## src/bfd_pkg.sv

```systemverilog
// Package for the Boolean function degree core.
// Holds shared constants, the controller state type and the command and status structs.
// No dependencies.
package bfd_pkg;

    localparam int BFD_MAX_VARS = 8;
    localparam int BFD_NV_W = 4;
    localparam logic [BFD_NV_W-1:0] BFD_NV_RESET = 4'd8;

    typedef enum logic [2:0] {
        ST_LOAD,
        ST_XREAD,
        ST_XWRITE,
        ST_SCAN,
        ST_EMIT
    } bfd_state_t;

    typedef struct packed {
        logic cfg_write;
        logic load;
        logic xread;
        logic xwrite;
        logic scan;
        logic emit;
    } bfd_cmd_t;

    typedef struct packed {
        logic load_last;
        logic xform_last;
        logic scan_last;
    } bfd_sts_t;

endpackage

```

## src/boolean_function_degree_core.sv

```systemverilog
// Top level of the Boolean function degree core.
// Instantiates bfd_ctrl and bfd_datapath; depends on bfd_pkg.
//
// Usage:
//   cfg_valid/cfg_ready/cfg_data write num_vars (n). Values of 0 act as 1, values above
//   MAX_VARS act as MAX_VARS. Write only between functions.
//   in_valid/in_ready/truth_bit carry the truth table, one entry per request, index 0 first.
//   out_valid/out_ready/degree carry one result per function: its algebraic degree.
// Sequence: after the request with the last entry, n rounds of 2^(n-1) butterfly pairs,
//   each pair read (both entries) and then written (the upper one), then a scan over the
//   table, then the degree is loaded into the output register.
// Busy: no request is taken during the transform and the scan, so a new table cannot load
//   before the last one is scanned; the serial butterfly sets the busy part.
// Reset: num_vars returns to 8, the load count to 0, no result pending; the table memory
//   is undefined until loaded.
// Stall: loading of the next table goes on while a result waits; once the next degree is
//   ready the block holds it and takes no request until the waiting result is taken.
module boolean_function_degree_core
    import bfd_pkg::*;
#(
    parameter int MAX_VARS = BFD_MAX_VARS
)
(
    input  logic                clk,
    input  logic                rst_n,
    input  logic                cfg_valid,
    output logic                cfg_ready,
    input  logic [BFD_NV_W-1:0] cfg_data,
    input  logic                in_valid,
    output logic                in_ready,
    input  logic                truth_bit,
    output logic                out_valid,
    input  logic                out_ready,
    output logic [BFD_NV_W-1:0] degree
);

    bfd_cmd_t cmd;
    bfd_sts_t sts;

    bfd_ctrl u_ctrl (
        .clk       (clk),
        .rst_n     (rst_n),
        .cfg_valid (cfg_valid),
        .cfg_ready (cfg_ready),
        .in_valid  (in_valid),
        .in_ready  (in_ready),
        .out_valid (out_valid),
        .out_ready (out_ready),
        .sts       (sts),
        .cmd       (cmd)
    );

    bfd_datapath #(
        .MAX_VARS (MAX_VARS)
    ) u_datapath (
        .clk       (clk),
        .rst_n     (rst_n),
        .cmd       (cmd),
        .sts       (sts),
        .cfg_data  (cfg_data),
        .truth_bit (truth_bit),
        .degree    (degree)
    );

endmodule

```

## src/bfd_datapath.sv

```systemverilog
// Datapath of the Boolean function degree core: num_vars register, table memory,
// butterfly pair and scan counters, degree register.
// Depends on bfd_pkg.
module bfd_datapath
    import bfd_pkg::*;
#(
    parameter int MAX_VARS = BFD_MAX_VARS
)
(
    input  logic                clk,
    input  logic                rst_n,
    input  bfd_cmd_t            cmd,
    output bfd_sts_t            sts,
    input  logic [BFD_NV_W-1:0] cfg_data,
    input  logic                truth_bit,
    output logic [BFD_NV_W-1:0] degree
);

    localparam int DEPTH = 1 << MAX_VARS;
    localparam int CNT_W = MAX_VARS;
    localparam int RND_W = $clog2(MAX_VARS + 1);

    logic [BFD_NV_W-1:0] num_vars_reg, num_vars_next;
    logic [CNT_W-1:0]    count_reg, count_next;
    logic [RND_W-1:0]    round_reg, round_next;
    logic [CNT_W-1:0]    pair_reg, pair_next;
    logic [CNT_W-1:0]    scan_reg, scan_next;
    logic                check_reg, check_next;
    logic [BFD_NV_W-1:0] weight_reg, weight_next;
    logic [BFD_NV_W-1:0] best_reg, best_next;
    logic [BFD_NV_W-1:0] degree_reg, degree_next;
    logic                rd0_reg, rd1_reg;
    logic                table_mem [DEPTH];

    logic [BFD_NV_W-1:0] n_eff;
    logic [CNT_W:0]      table_len;
    logic [CNT_W:0]      half_len;
    logic [CNT_W-1:0]    bit_sel;
    logic [CNT_W-1:0]    low_mask;
    logic [CNT_W-1:0]    addr_lo;
    logic [CNT_W-1:0]    addr_hi;
    logic [CNT_W-1:0]    rd0_addr;
    logic [CNT_W-1:0]    wr_addr;
    logic                wr_en;
    logic                wr_data;
    logic                pair_last;

    function automatic logic [BFD_NV_W-1:0] popcount(input logic [CNT_W-1:0] value);
        logic [BFD_NV_W-1:0] total;
        total = '0;
        for (int i = 0; i < CNT_W; i++) begin
            total = total + BFD_NV_W'(value[i]);
        end
        return total;
    endfunction

    always_comb
    begin
        if (num_vars_reg == '0)
        begin
            n_eff = BFD_NV_W'(1);
        end
        else if (num_vars_reg > BFD_NV_W'(MAX_VARS))
        begin
            n_eff = BFD_NV_W'(MAX_VARS);
        end
        else
        begin
            n_eff = num_vars_reg;
        end
    end

    assign table_len      = (CNT_W+1)'(1) << n_eff;
    assign half_len       = table_len >> 1;
    assign bit_sel        = CNT_W'(1) << round_reg;
    assign low_mask       = bit_sel - CNT_W'(1);
    assign addr_lo        = ((pair_reg & ~low_mask) << 1) | (pair_reg & low_mask);
    assign addr_hi        = addr_lo | bit_sel;
    assign pair_last      = ({1'b0, pair_reg} + (CNT_W+1)'(1)) == half_len;
    assign sts.load_last  = ({1'b0, count_reg} + (CNT_W+1)'(1)) >= table_len;
    assign sts.xform_last = pair_last && ((BFD_NV_W'(round_reg) + BFD_NV_W'(1)) == n_eff);
    assign sts.scan_last  = ({1'b0, scan_reg} + (CNT_W+1)'(1)) == table_len;
    assign rd0_addr       = cmd.scan ? scan_reg : addr_lo;
    assign wr_en          = cmd.load || cmd.xwrite;
    assign wr_addr        = cmd.load ? count_reg : addr_hi;
    assign wr_data        = cmd.load ? truth_bit : (rd0_reg ^ rd1_reg);
    assign degree         = degree_reg;

    always_comb
    begin
        num_vars_next = cmd.cfg_write ? cfg_data : num_vars_reg;
        count_next    = count_reg;
        round_next    = round_reg;
        pair_next     = pair_reg;
        scan_next     = scan_reg;
        check_next    = cmd.scan;
        weight_next   = popcount(scan_reg);
        best_next     = best_reg;
        if (cmd.load)
        begin
            count_next = sts.load_last ? '0 : count_reg + CNT_W'(1);
            round_next = '0;
            pair_next  = '0;
            scan_next  = '0;
            best_next  = '0;
        end
        if (cmd.xwrite)
        begin
            if (pair_last)
            begin
                pair_next  = '0;
                round_next = round_reg + RND_W'(1);
            end
            else
            begin
                pair_next = pair_reg + CNT_W'(1);
            end
        end
        if (cmd.scan)
        begin
            scan_next = scan_reg + CNT_W'(1);
        end
        if (check_reg && rd0_reg && (weight_reg > best_reg))
        begin
            best_next = weight_reg;
        end
        degree_next = cmd.emit ? best_next : degree_reg;
    end

    always_ff @(posedge clk or negedge rst_n)
    begin
        if (!rst_n)
        begin
            num_vars_reg <= BFD_NV_RESET;
            count_reg    <= '0;
            round_reg    <= '0;
            pair_reg     <= '0;
            scan_reg     <= '0;
            check_reg    <= 1'b0;
            weight_reg   <= '0;
            best_reg     <= '0;
        end
        else
        begin
            num_vars_reg <= num_vars_next;
            count_reg    <= count_next;
            round_reg    <= round_next;
            pair_reg     <= pair_next;
            scan_reg     <= scan_next;
            check_reg    <= check_next;
            weight_reg   <= weight_next;
            best_reg     <= best_next;
        end
    end

    always_ff @(posedge clk)
    begin
        if (wr_en)
        begin
            table_mem[wr_addr] <= wr_data;
        end
        if (cmd.xread || cmd.scan)
        begin
            rd0_reg <= table_mem[rd0_addr];
        end
        if (cmd.xread)
        begin
            rd1_reg <= table_mem[addr_hi];
        end
        degree_reg <= degree_next;
    end

`ifndef ASSERT_OFF
    a_count_advance: assert property (@(posedge clk) disable iff (!rst_n)
        (cmd.load && !sts.load_last) |=> (count_reg == $past(count_reg) + CNT_W'(1)))
        else $error("load count did not advance");

    a_count_wrap: assert property (@(posedge clk) disable iff (!rst_n)
        (cmd.load && sts.load_last) |=> (count_reg == '0))
        else $error("load count did not return to zero after the last entry");

    a_round_in_range: assert property (@(posedge clk) disable iff (!rst_n)
        (cmd.xread || cmd.xwrite) |-> (BFD_NV_W'(round_reg) < n_eff))
        else $error("butterfly round beyond the number of variables");
`endif

endmodule

```

## src/bfd_ctrl.sv

```systemverilog
// Controller of the Boolean function degree core: load, transform, scan and emit sequence.
// Drives the datapath commands and the channel handshakes. Depends on bfd_pkg.
module bfd_ctrl
    import bfd_pkg::*;
(
    input  logic     clk,
    input  logic     rst_n,
    input  logic     cfg_valid,
    output logic     cfg_ready,
    input  logic     in_valid,
    output logic     in_ready,
    output logic     out_valid,
    input  logic     out_ready,
    input  bfd_sts_t sts,
    output bfd_cmd_t cmd
);

    bfd_state_t state_reg, state_next;
    logic       out_valid_reg, out_valid_next;

    assign out_valid = out_valid_reg;

    always_ff @(posedge clk or negedge rst_n)
    begin
        if (!rst_n)
        begin
            state_reg     <= ST_LOAD;
            out_valid_reg <= 1'b0;
        end
        else
        begin
            state_reg     <= state_next;
            out_valid_reg <= out_valid_next;
        end
    end

    always_comb
    begin
        state_next = state_reg;
        cmd        = '0;
        cfg_ready  = 1'b0;
        in_ready   = 1'b0;
        case (state_reg)
            ST_LOAD:
            begin
                cfg_ready     = 1'b1;
                in_ready      = !cfg_valid;
                cmd.cfg_write = cfg_valid;
                cmd.load      = in_valid && !cfg_valid;
                if (cmd.load && sts.load_last)
                begin
                    state_next = ST_XREAD;
                end
            end
            ST_XREAD:
            begin
                cmd.xread  = 1'b1;
                state_next = ST_XWRITE;
            end
            ST_XWRITE:
            begin
                cmd.xwrite = 1'b1;
                if (sts.xform_last)
                begin
                    state_next = ST_SCAN;
                end
                else
                begin
                    state_next = ST_XREAD;
                end
            end
            ST_SCAN:
            begin
                cmd.scan = 1'b1;
                if (sts.scan_last)
                begin
                    state_next = ST_EMIT;
                end
            end
            ST_EMIT:
            begin
                if (!out_valid_reg || out_ready)
                begin
                    cmd.emit   = 1'b1;
                    state_next = ST_LOAD;
                end
            end
            default:
            begin
                state_next = ST_LOAD;
            end
        endcase
        if (cmd.emit)
        begin
            out_valid_next = 1'b1;
        end
        else if (out_ready)
        begin
            out_valid_next = 1'b0;
        end
        else
        begin
            out_valid_next = out_valid_reg;
        end
    end

`ifndef ASSERT_OFF
    a_last_load_starts_xform: assert property (@(posedge clk) disable iff (!rst_n)
        (in_valid && in_ready && sts.load_last) |=> (state_reg == ST_XREAD))
        else $error("last table entry did not start the transform");

    a_emit_sets_valid: assert property (@(posedge clk) disable iff (!rst_n)
        cmd.emit |=> out_valid_reg)
        else $error("emitted degree not presented");

    a_no_input_while_busy: assert property (@(posedge clk) disable iff (!rst_n)
        (state_reg == ST_XREAD || state_reg == ST_XWRITE || state_reg == ST_SCAN)
        |-> !in_ready && !cfg_ready)
        else $error("request taken during transform or scan");
`endif

endmodule

```

## config.mk

```make
export PLATFORM = sky130hd
export DESIGN_NAME = boolean_function_degree_core
export DESIGN_NICKNAME = d
export VERILOG_FILES = /design/src/bfd_pkg.sv /design/src/boolean_function_degree_core.sv /design/src/bfd_datapath.sv /design/src/bfd_ctrl.sv
export SDC_FILE = /design/constraint.sdc
export NUM_CORES = 1
export LEC_CHECK = 0
export BUFFER_PORTS_ARGS = -buffer_cell sky130_fd_sc_hd__buf_2
export CAP_MARGIN = 20
export CORE_ASPECT_RATIO = 0.5
export CORE_MARGIN = 2
export CORE_UTILIZATION = 55
export DETAILED_ROUTE_END_ITERATION = 10
export PLACE_DENSITY = 0.83
export SKIP_CTS_REPAIR_TIMING = 1
export SLEW_MARGIN = 20
export SYNTH_ARGS = -nofsm -noshare
export SYNTH_HDL_FRONTEND = slang
export SYNTH_SLANG_ARGS = --single-unit
```

## constraint.sdc

```tcl
create_clock -name clk -period 10 [get_ports clk]
set_input_delay 2 -clock clk [delete_from_list [all_inputs] [get_ports clk]]
set_output_delay 2 -clock clk [all_outputs]
set_load 0.01 [all_outputs]
```

==> results.sh, run 1 <==
export IMPL_htreeDepth=1
export IMPL_fin_crit_sh=0.524
export IMPL_antennaDiodeCount=0
export IMPL_synth_top_cells_by_count="nand2_1 (440), nor2_1 (284), edfxtp_1 (262)"
export IMPL_clock_sinks=307
export IMPL_whs_ns=0.524
export IMPL_synth_avg_cell_area_um2=9.24
export IMPL_largest_reg_flops=256
export IMPL_ys_warn_count=0
export IMPL_required_ns=10.39
export IMPL_peakVddDrop_uv=288
export IMPL_synth_edf_count=262
export IMPL_p_leak_uw=0.00668
export IMPL_rr_worst_depth=17
export IMPL_rr_endpoint="u_datapath.rd0_reg$_DFFE_PP_"
export IMPL_final_nets=1915
export IMPL_multi_input_area_um2=8270
export IMPL_synth_top_area_frac=0.434
export IMPL_crit_slowest_cell="buf_4"
export IMPL_min_delay_start="u_ctrl.out_valid$_DFFE_PN0P_"
export IMPL_min_path_type="flop to flop"
export IMPL_start_kind="flop"
export IMPL_cts_buffer_depth=3
export IMPL_finClkSkew_ns=0.0233
export IMPL_p_per_area_nw_per_um2=292
export IMPL_antenna_found_initial=0
export IMPL_drive_gt1_frac=0.0701
export IMPL_cts_buffers=29
export IMPL_r2r_slack_ns=4.76
export IMPL_synth_top_cell_by_area="edfxtp_1"
export IMPL_clockPowerShare=0.198
export IMPL_crit_arrival_ns=5.64
export IMPL_path_clk_slew_ns=0.07
export IMPL_ys_types=75
export IMPL_route_vias_total=15500
export IMPL_critical_path_max_stage_delay_ns=0.64
export IMPL_track_usage=0.296
export IMPL_worst_pin_slew_ns=1.22
export IMPL_netlist_instances=1963
export IMPL_sw_frac_of_total=0.435
export IMPL_ant_nets=0
export IMPL_intPower_uw=3170
export IMPL_setup_slack_ns=4.76
export IMPL_grt_pass1_wl_um=79700
export IMPL_min_to="u_ctrl.out_valid$_DFFE_PN0P_"
export IMPL_die_area_um2=34500
export IMPL_row_count=46
export IMPL_crit_path_cell_trace="inv_1 -> ha_1 -> nor3b_4 -> inv_1 -> ha_1 -> nand2b_1 -> mux2_4 -> a31oi_4 -> buf_4 -> buf_4 -> a211oi_1 -> a311oi_1 -> nor3_1 -> a311oi_1 -> nor3_1 -> or3_1 -> o311ai_1"
export IMPL_cts_tree="done"
export IMPL_grt_max_degree=132
export IMPL_portBuffers=16
export IMPL_io_pins=17
export IMPL_cts_root_buf="clkbuf_16"
export IMPL_clkLatencyLatePin_ns=0.59
export IMPL_drv_cap=0
export IMPL_syn_to_final_growth_pct=5.81
export IMPL_regMostFlops="u_datapath.table_mem"
export IMPL_drc_errors=0
export IMPL_timing_rr_start="u_datapath.round_reg[0]$_DFF_PN0_"
export IMPL_finalSetupViolCount=0
export IMPL_slew_headroom=0.183
export IMPL_power_switching_uw=2430
export IMPL_synth_seq_area_share=0.496
export IMPL_holdPathStages=2
export IMPL_grt_pass1_vias=14800
export IMPL_dpl_hpwl_um=30200
export IMPL_rsz0062_at_grt="no"
export IMPL_final_hold_viol_count=0
export IMPL_wl_per_cell_um=22.4
export IMPL_synthTopCellsByArea="edfxtp_1 (43%), nand2_1 (9.1%), dfrtp_1 (6.1%)"
export IMPL_fin_setup_tns_ns=0
export IMPL_start_util=0.566
export IMPL_pwr_share_seq=0.324
export IMPL_synthFlopType="edfxtp_1"
export IMPL_synth_fp_nets=2002
export IMPL_worstSetupPathType="flop to flop"
export IMPL_status="complete, no violations"
export IMPL_crit_fanout=59
export IMPL_drv_slew=0
export IMPL_grt_overflow=0
export IMPL_drt_initial_drc_count=2982
export IMPL_min_period_ns=5.24
export IMPL_fmax_mhz=191
export IMPL_viasPerCell=6.67
export IMPL_firstDrtPassIters=7
export IMPL_synth_seq_cells=307
export IMPL_worstSetupEndpointType="flop"
export IMPL_synthMostInstantiatedCell="nand2_1"
export IMPL_wl_um=52200
export IMPL_syn_area_um2=18100
export IMPL_die_h_um=132
export IMPL_p_comb_frac=0.477
export IMPL_synth_async_reset_ratio=0.147
export IMPL_final_fill_count=2525
export IMPL_core_area_um2=32100
export IMPL_place_ws_ns=4.92
export IMPL_dieWidth_um=261
export IMPL_gp_congestion=0.910
export IMPL_register_area_um2=8990
-- worst max-delay path, delay by kind of cell, from the launching register on --
kind            cells  cell delay, ns
mux                 1            0.30
compound gates      5            1.06
buf+inv             4            1.35
fa+ha+maj           2            0.68
simple gates        5            1.16
flops               1            0.47
-- kinds of logic after synthesis --
group | count (synthesis) | share of synthesized area
compound gates | 276 | 0.113
xor+xnor | 38 | 0.0183
fa+ha+maj | 29 | 0.0217
buf+inv | 200 | 0.0526
flops | 307 | 0.496
mux | 81 | 0.0528
other cells | 1 | 0.000207
simple gates | 1031 | 0.246
-- cells in the final DEF, fill, tap and decap left out, drive strengths merged, types with 5 or more instances in the layout --
cell and count:
inv 45, o32ai 11, nor4 6, ha 25, nor2b 14, nor3 14, mux2i 65, dfrtp 44
a211oi 30, or2 7, mux2 5, and2 26, mux4 11, o31ai 15, a22oi 7, or3 6
xor2 8, edfxtp 262, a311oi 64, a21o 6, xnor2 30, o21ai 53, buf 39, and3 36
nand2b 18, clkinv 11, nor2 284, nand3 160, a31oi 25, o211ai 11, nand2 440, clkbuf 39
a21oi 19, nand4 7
-- worst max-delay path by stage --
| stage | startpoint | end | slack (ns) |
|---|---|---|---|
| after floorplan | cfg_valid | u_datapath.table_mem[0]$_DFFE_PP_ | 2.01 |
| after global placement | u_datapath.round_reg[0]$_DFF_PN0_ | u_datapath.rd0_reg$_DFFE_PP_ | 5.02 |
| after global routing | u_datapath.round_reg[0]$_DFF_PN0_ | u_datapath.rd0_reg$_DFFE_PP_ | 4.43 |
| after detailed placement | u_datapath.round_reg[0]$_DFF_PN0_ | u_datapath.rd0_reg$_DFFE_PP_ | 4.92 |
| after CTS | u_datapath.round_reg[0]$_DFF_PN0_ | u_datapath.rd0_reg$_DFFE_PP_ | 4.85 |
| final | u_datapath.round_reg[0]$_DFF_PN0_ | u_datapath.rd0_reg$_DFFE_PP_ | 4.76 |
-- power groups by stage --
| stage | combinational [µW] | clock [µW] | sequential (µW) |
|---|---|---|---|
| 6_report | 2670 | 1110 | 1820 |
| 2_1_floorplan | 1910 | 0 | 1860 |
| 4_1_cts | 2540 | 1110 | 1820 |
| 3_5_place_dp | 2520 | 0 | 1840 |
| 3_3_place_gp | 2470 | 0 | 1840 |
| 5_1_grt | 2830 | 1160 | 1820 |
-- stage by stage --
step,instance area [µm²],util,total power (µW),std cells
floorplan,18100,-,3770,1963
global placement,18200,0.568,4310,2275
detailed placement,18200,0.568,4360,2275
CTS,19100,0.597,5470,2328
global route,19200,0.599,5810,2330
finish,19200,0.599,5600,2330
-- area by class of cell --
cell class                      count  share of cell area
Inverter                           43             0.00841
Sequential cell                   307               0.469
Clock buffer                       39              0.0435
Multi-Input combinational cell   1456               0.431
Tap cell                          432              0.0282
Clock inverter                     14             0.00561
Timing Repair Buffer               39              0.0149
-- routing by layer --
metal / global-route usage / wire, µm / vias to the layer above
li1: - / - / 6786
met1: 0.379 / 19100 / 7321
met2: 0.456 / 23100 / 1188
met3: 0.0875 / 7150 / 254
met4: 0.157 / 2900 / 0
met5: 0 / 0 / -
Power figures use the tool's default switching activity.
==> run 2: changes to the inputs <==
==> constraint.sdc (replaced) <==
create_clock -name clk -period 4.8 [get_ports clk]
set_input_delay 0.96 -clock clk [delete_from_list [all_inputs] [get_ports clk]]
set_output_delay 0.96 -clock clk [all_outputs]
set_load 0.01 [all_outputs]
==> results.sh, run 2 (synthesis results as in run 1) <==
export IMPL_largest_reg_flops=256
export IMPL_finClkSkew_ns=0.0109
export IMPL_p_leak_uw=0.00691
export IMPL_fmax_mhz=222
export IMPL_pwr_share_seq=0.314
export IMPL_ant_nets=0
export IMPL_die_area_um2=34500
export IMPL_track_usage=0.312
export IMPL_intPower_uw=6800
export IMPL_drv_cap=0
export IMPL_mostFrequentLayoutCells="nand2_1 (438), nor2_1 (282), edfxtp_1 (262)"
export IMPL_gp_congestion=0.920
export IMPL_antennaDiodeCount=0
export IMPL_grt_max_degree=78
export IMPL_rsz0062_at_grt="no"
export IMPL_clockPowerShare=0.186
export IMPL_io_pins=17
export IMPL_grt_overflow=0
export IMPL_clkLatencyLatePin_ns=0.58
export IMPL_power_switching_uw=5200
export IMPL_slew_headroom=0.264
export IMPL_peakVddDrop_uv=585
export IMPL_viasPerCell=6.68
export IMPL_sw_frac_of_total=0.433
export IMPL_dieWidth_um=261
export IMPL_min_path_type="input pin to async pin"
export IMPL_cts_tree="done"
export IMPL_final_core_utilization=0.612
export IMPL_dpl_hpwl_um=32800
export IMPL_start_util=0.566
export IMPL_fin_crit_sh=0.940
export IMPL_regMostFlops="u_datapath.table_mem"
export IMPL_final_common_cell="nand2_1"
export IMPL_crit_arrival_ns=4.81
export IMPL_row_count=46
export IMPL_syn_to_final_growth_pct=8.18
export IMPL_min_period_ns=4.51
export IMPL_final_hold_viol_count=0
export IMPL_clock_sinks=307
export IMPL_die_h_um=132
export IMPL_required_ns=5.10
export IMPL_worstSetupEndpointType="flop"
export IMPL_p_comb_frac=0.500
export IMPL_worstSetupPathType="flop to flop"
export IMPL_crit_fanout=77
export IMPL_route_vias_total=15900
export IMPL_drt_initial_drc_count=3280
export IMPL_dp_cells=2327
export IMPL_grt_pass1_wl_um=83100
export IMPL_path_clk_slew_ns=0.07
export IMPL_final_nets=1965
export IMPL_firstDrtPassIters=8
export IMPL_fin_cells=2379
export IMPL_portBuffers=16
export IMPL_htreeDepth=1
export IMPL_p_per_area_nw_per_um2=611
export IMPL_finalSetupViolCount=0
export IMPL_drive_gt1_frac=0.0904
export IMPL_start_kind="flop"
export IMPL_status="complete, no violations"
export IMPL_grt_pass1_vias=14800
export IMPL_antenna_found_initial=0
export IMPL_cts_root_buf="clkbuf_16"
export IMPL_wl_per_cell_um=23.0
export IMPL_core_area_um2=32100
export IMPL_fin_setup_tns_ns=0
export IMPL_wl_um=54800
export IMPL_cts_buffers=29
export IMPL_drv_slew=0
export IMPL_drc_errors=0
export IMPL_worst_pin_slew_ns=1.10
export IMPL_cts_buffer_depth=3
==> run 2: cell types whose count changed in the layout (fill, tap and decap cells not counted), moves of 5 or more <==
cell / change
clkbuf_1: +6
buf_4: +40
clkbuf_8: -5
buf_12: +13
==> run 2: worst paths after layout <==
check                                                   from                                  to  slack, ns  cells after the start
setup / recovery           u_datapath.round_reg[0]$_DFF_PN0_        u_datapath.rd0_reg$_DFFE_PP_       0.29                     17
hold / removal                                         rst_n  u_datapath.scan_reg[1]$_DFFE_PN0P_       0.39                      1
setup reg to reg           u_datapath.round_reg[0]$_DFF_PN0_        u_datapath.rd0_reg$_DFFE_PP_       0.29                     17
hold reg to reg                 u_ctrl.out_valid$_DFFE_PN0P_        u_ctrl.out_valid$_DFFE_PN0P_       0.55                      2
max in group asynchronous                              rst_n   u_datapath.round_reg[2]$_DFF_PN0_       4.01                      1
min in group clk                u_ctrl.out_valid$_DFFE_PN0P_        u_ctrl.out_valid$_DFFE_PN0P_       0.55                      2
==> run 2: power by group through the flow <==
stage               combinational [µW]  sequential [µW]  clock (µW)
global placement                  5600             3810           0
floorplan                         4000             3800           0
global route                      6320             3780        2330
CTS                               5780             3760        2230
detailed placement                5740             3810           0
finish                            6000             3760        2230
==> run 2: per-stage QoR <==
stage / power [µW] / setup WS (ns) / hold slack (ns) / cell area [µm²]
6_report: 12000 / 0.288 / 0.386 / 19600
5_1_grt: 12400 / 0.0801 / 0.433 / 19600
4_1_cts: 11800 / 0.358 / 0.542 / 19600
3_5_place_dp: 9550 / 0.431 / 0.524 / 18700
3_3_place_gp: 9410 / 0.585 / 0.502 / 18700
2_1_floorplan: 7800 / 0.00323 / 0.494 / 18200
==> run 2: area by class of cell <==
type,count,area [µm²]
timing repair buffer,89,793
clock buffer,39,763
inverter,43,161
clock inverter,13,115
sequential,307,8990
fill,2472,12400
tap,432,541
multi-input combinational,1456,8260
==> run 2: routing by layer <==
metal	vias to the layer above	share of wire	global-route usage
li1	6882	-	-
met4	0	0.050	0.153
met5	-	0	0
met2	1306	0.44	0.476
met3	226	0.15	0.0885
met1	7470	0.35	0.411
==> run 2: critical path, cell delays in order, from the launching register on <==
cell and delay (ns):
dfrtp_1 0.47, inv_1 0.12, ha_1 0.18, nor3b_4 0.36
inv_1 0.17, ha_1 0.33, nand2b_1 0.18, mux2_4 0.30
a31oi_4 0.21, buf_12 0.36, buf_4 0.27, nor2b_1 0.06
a211oi_1 0.24, a21oi_1 0.07, a32oi_1 0.23, a31oi_1 0.11
nor3_1 0.38, o311ai_1 0.14
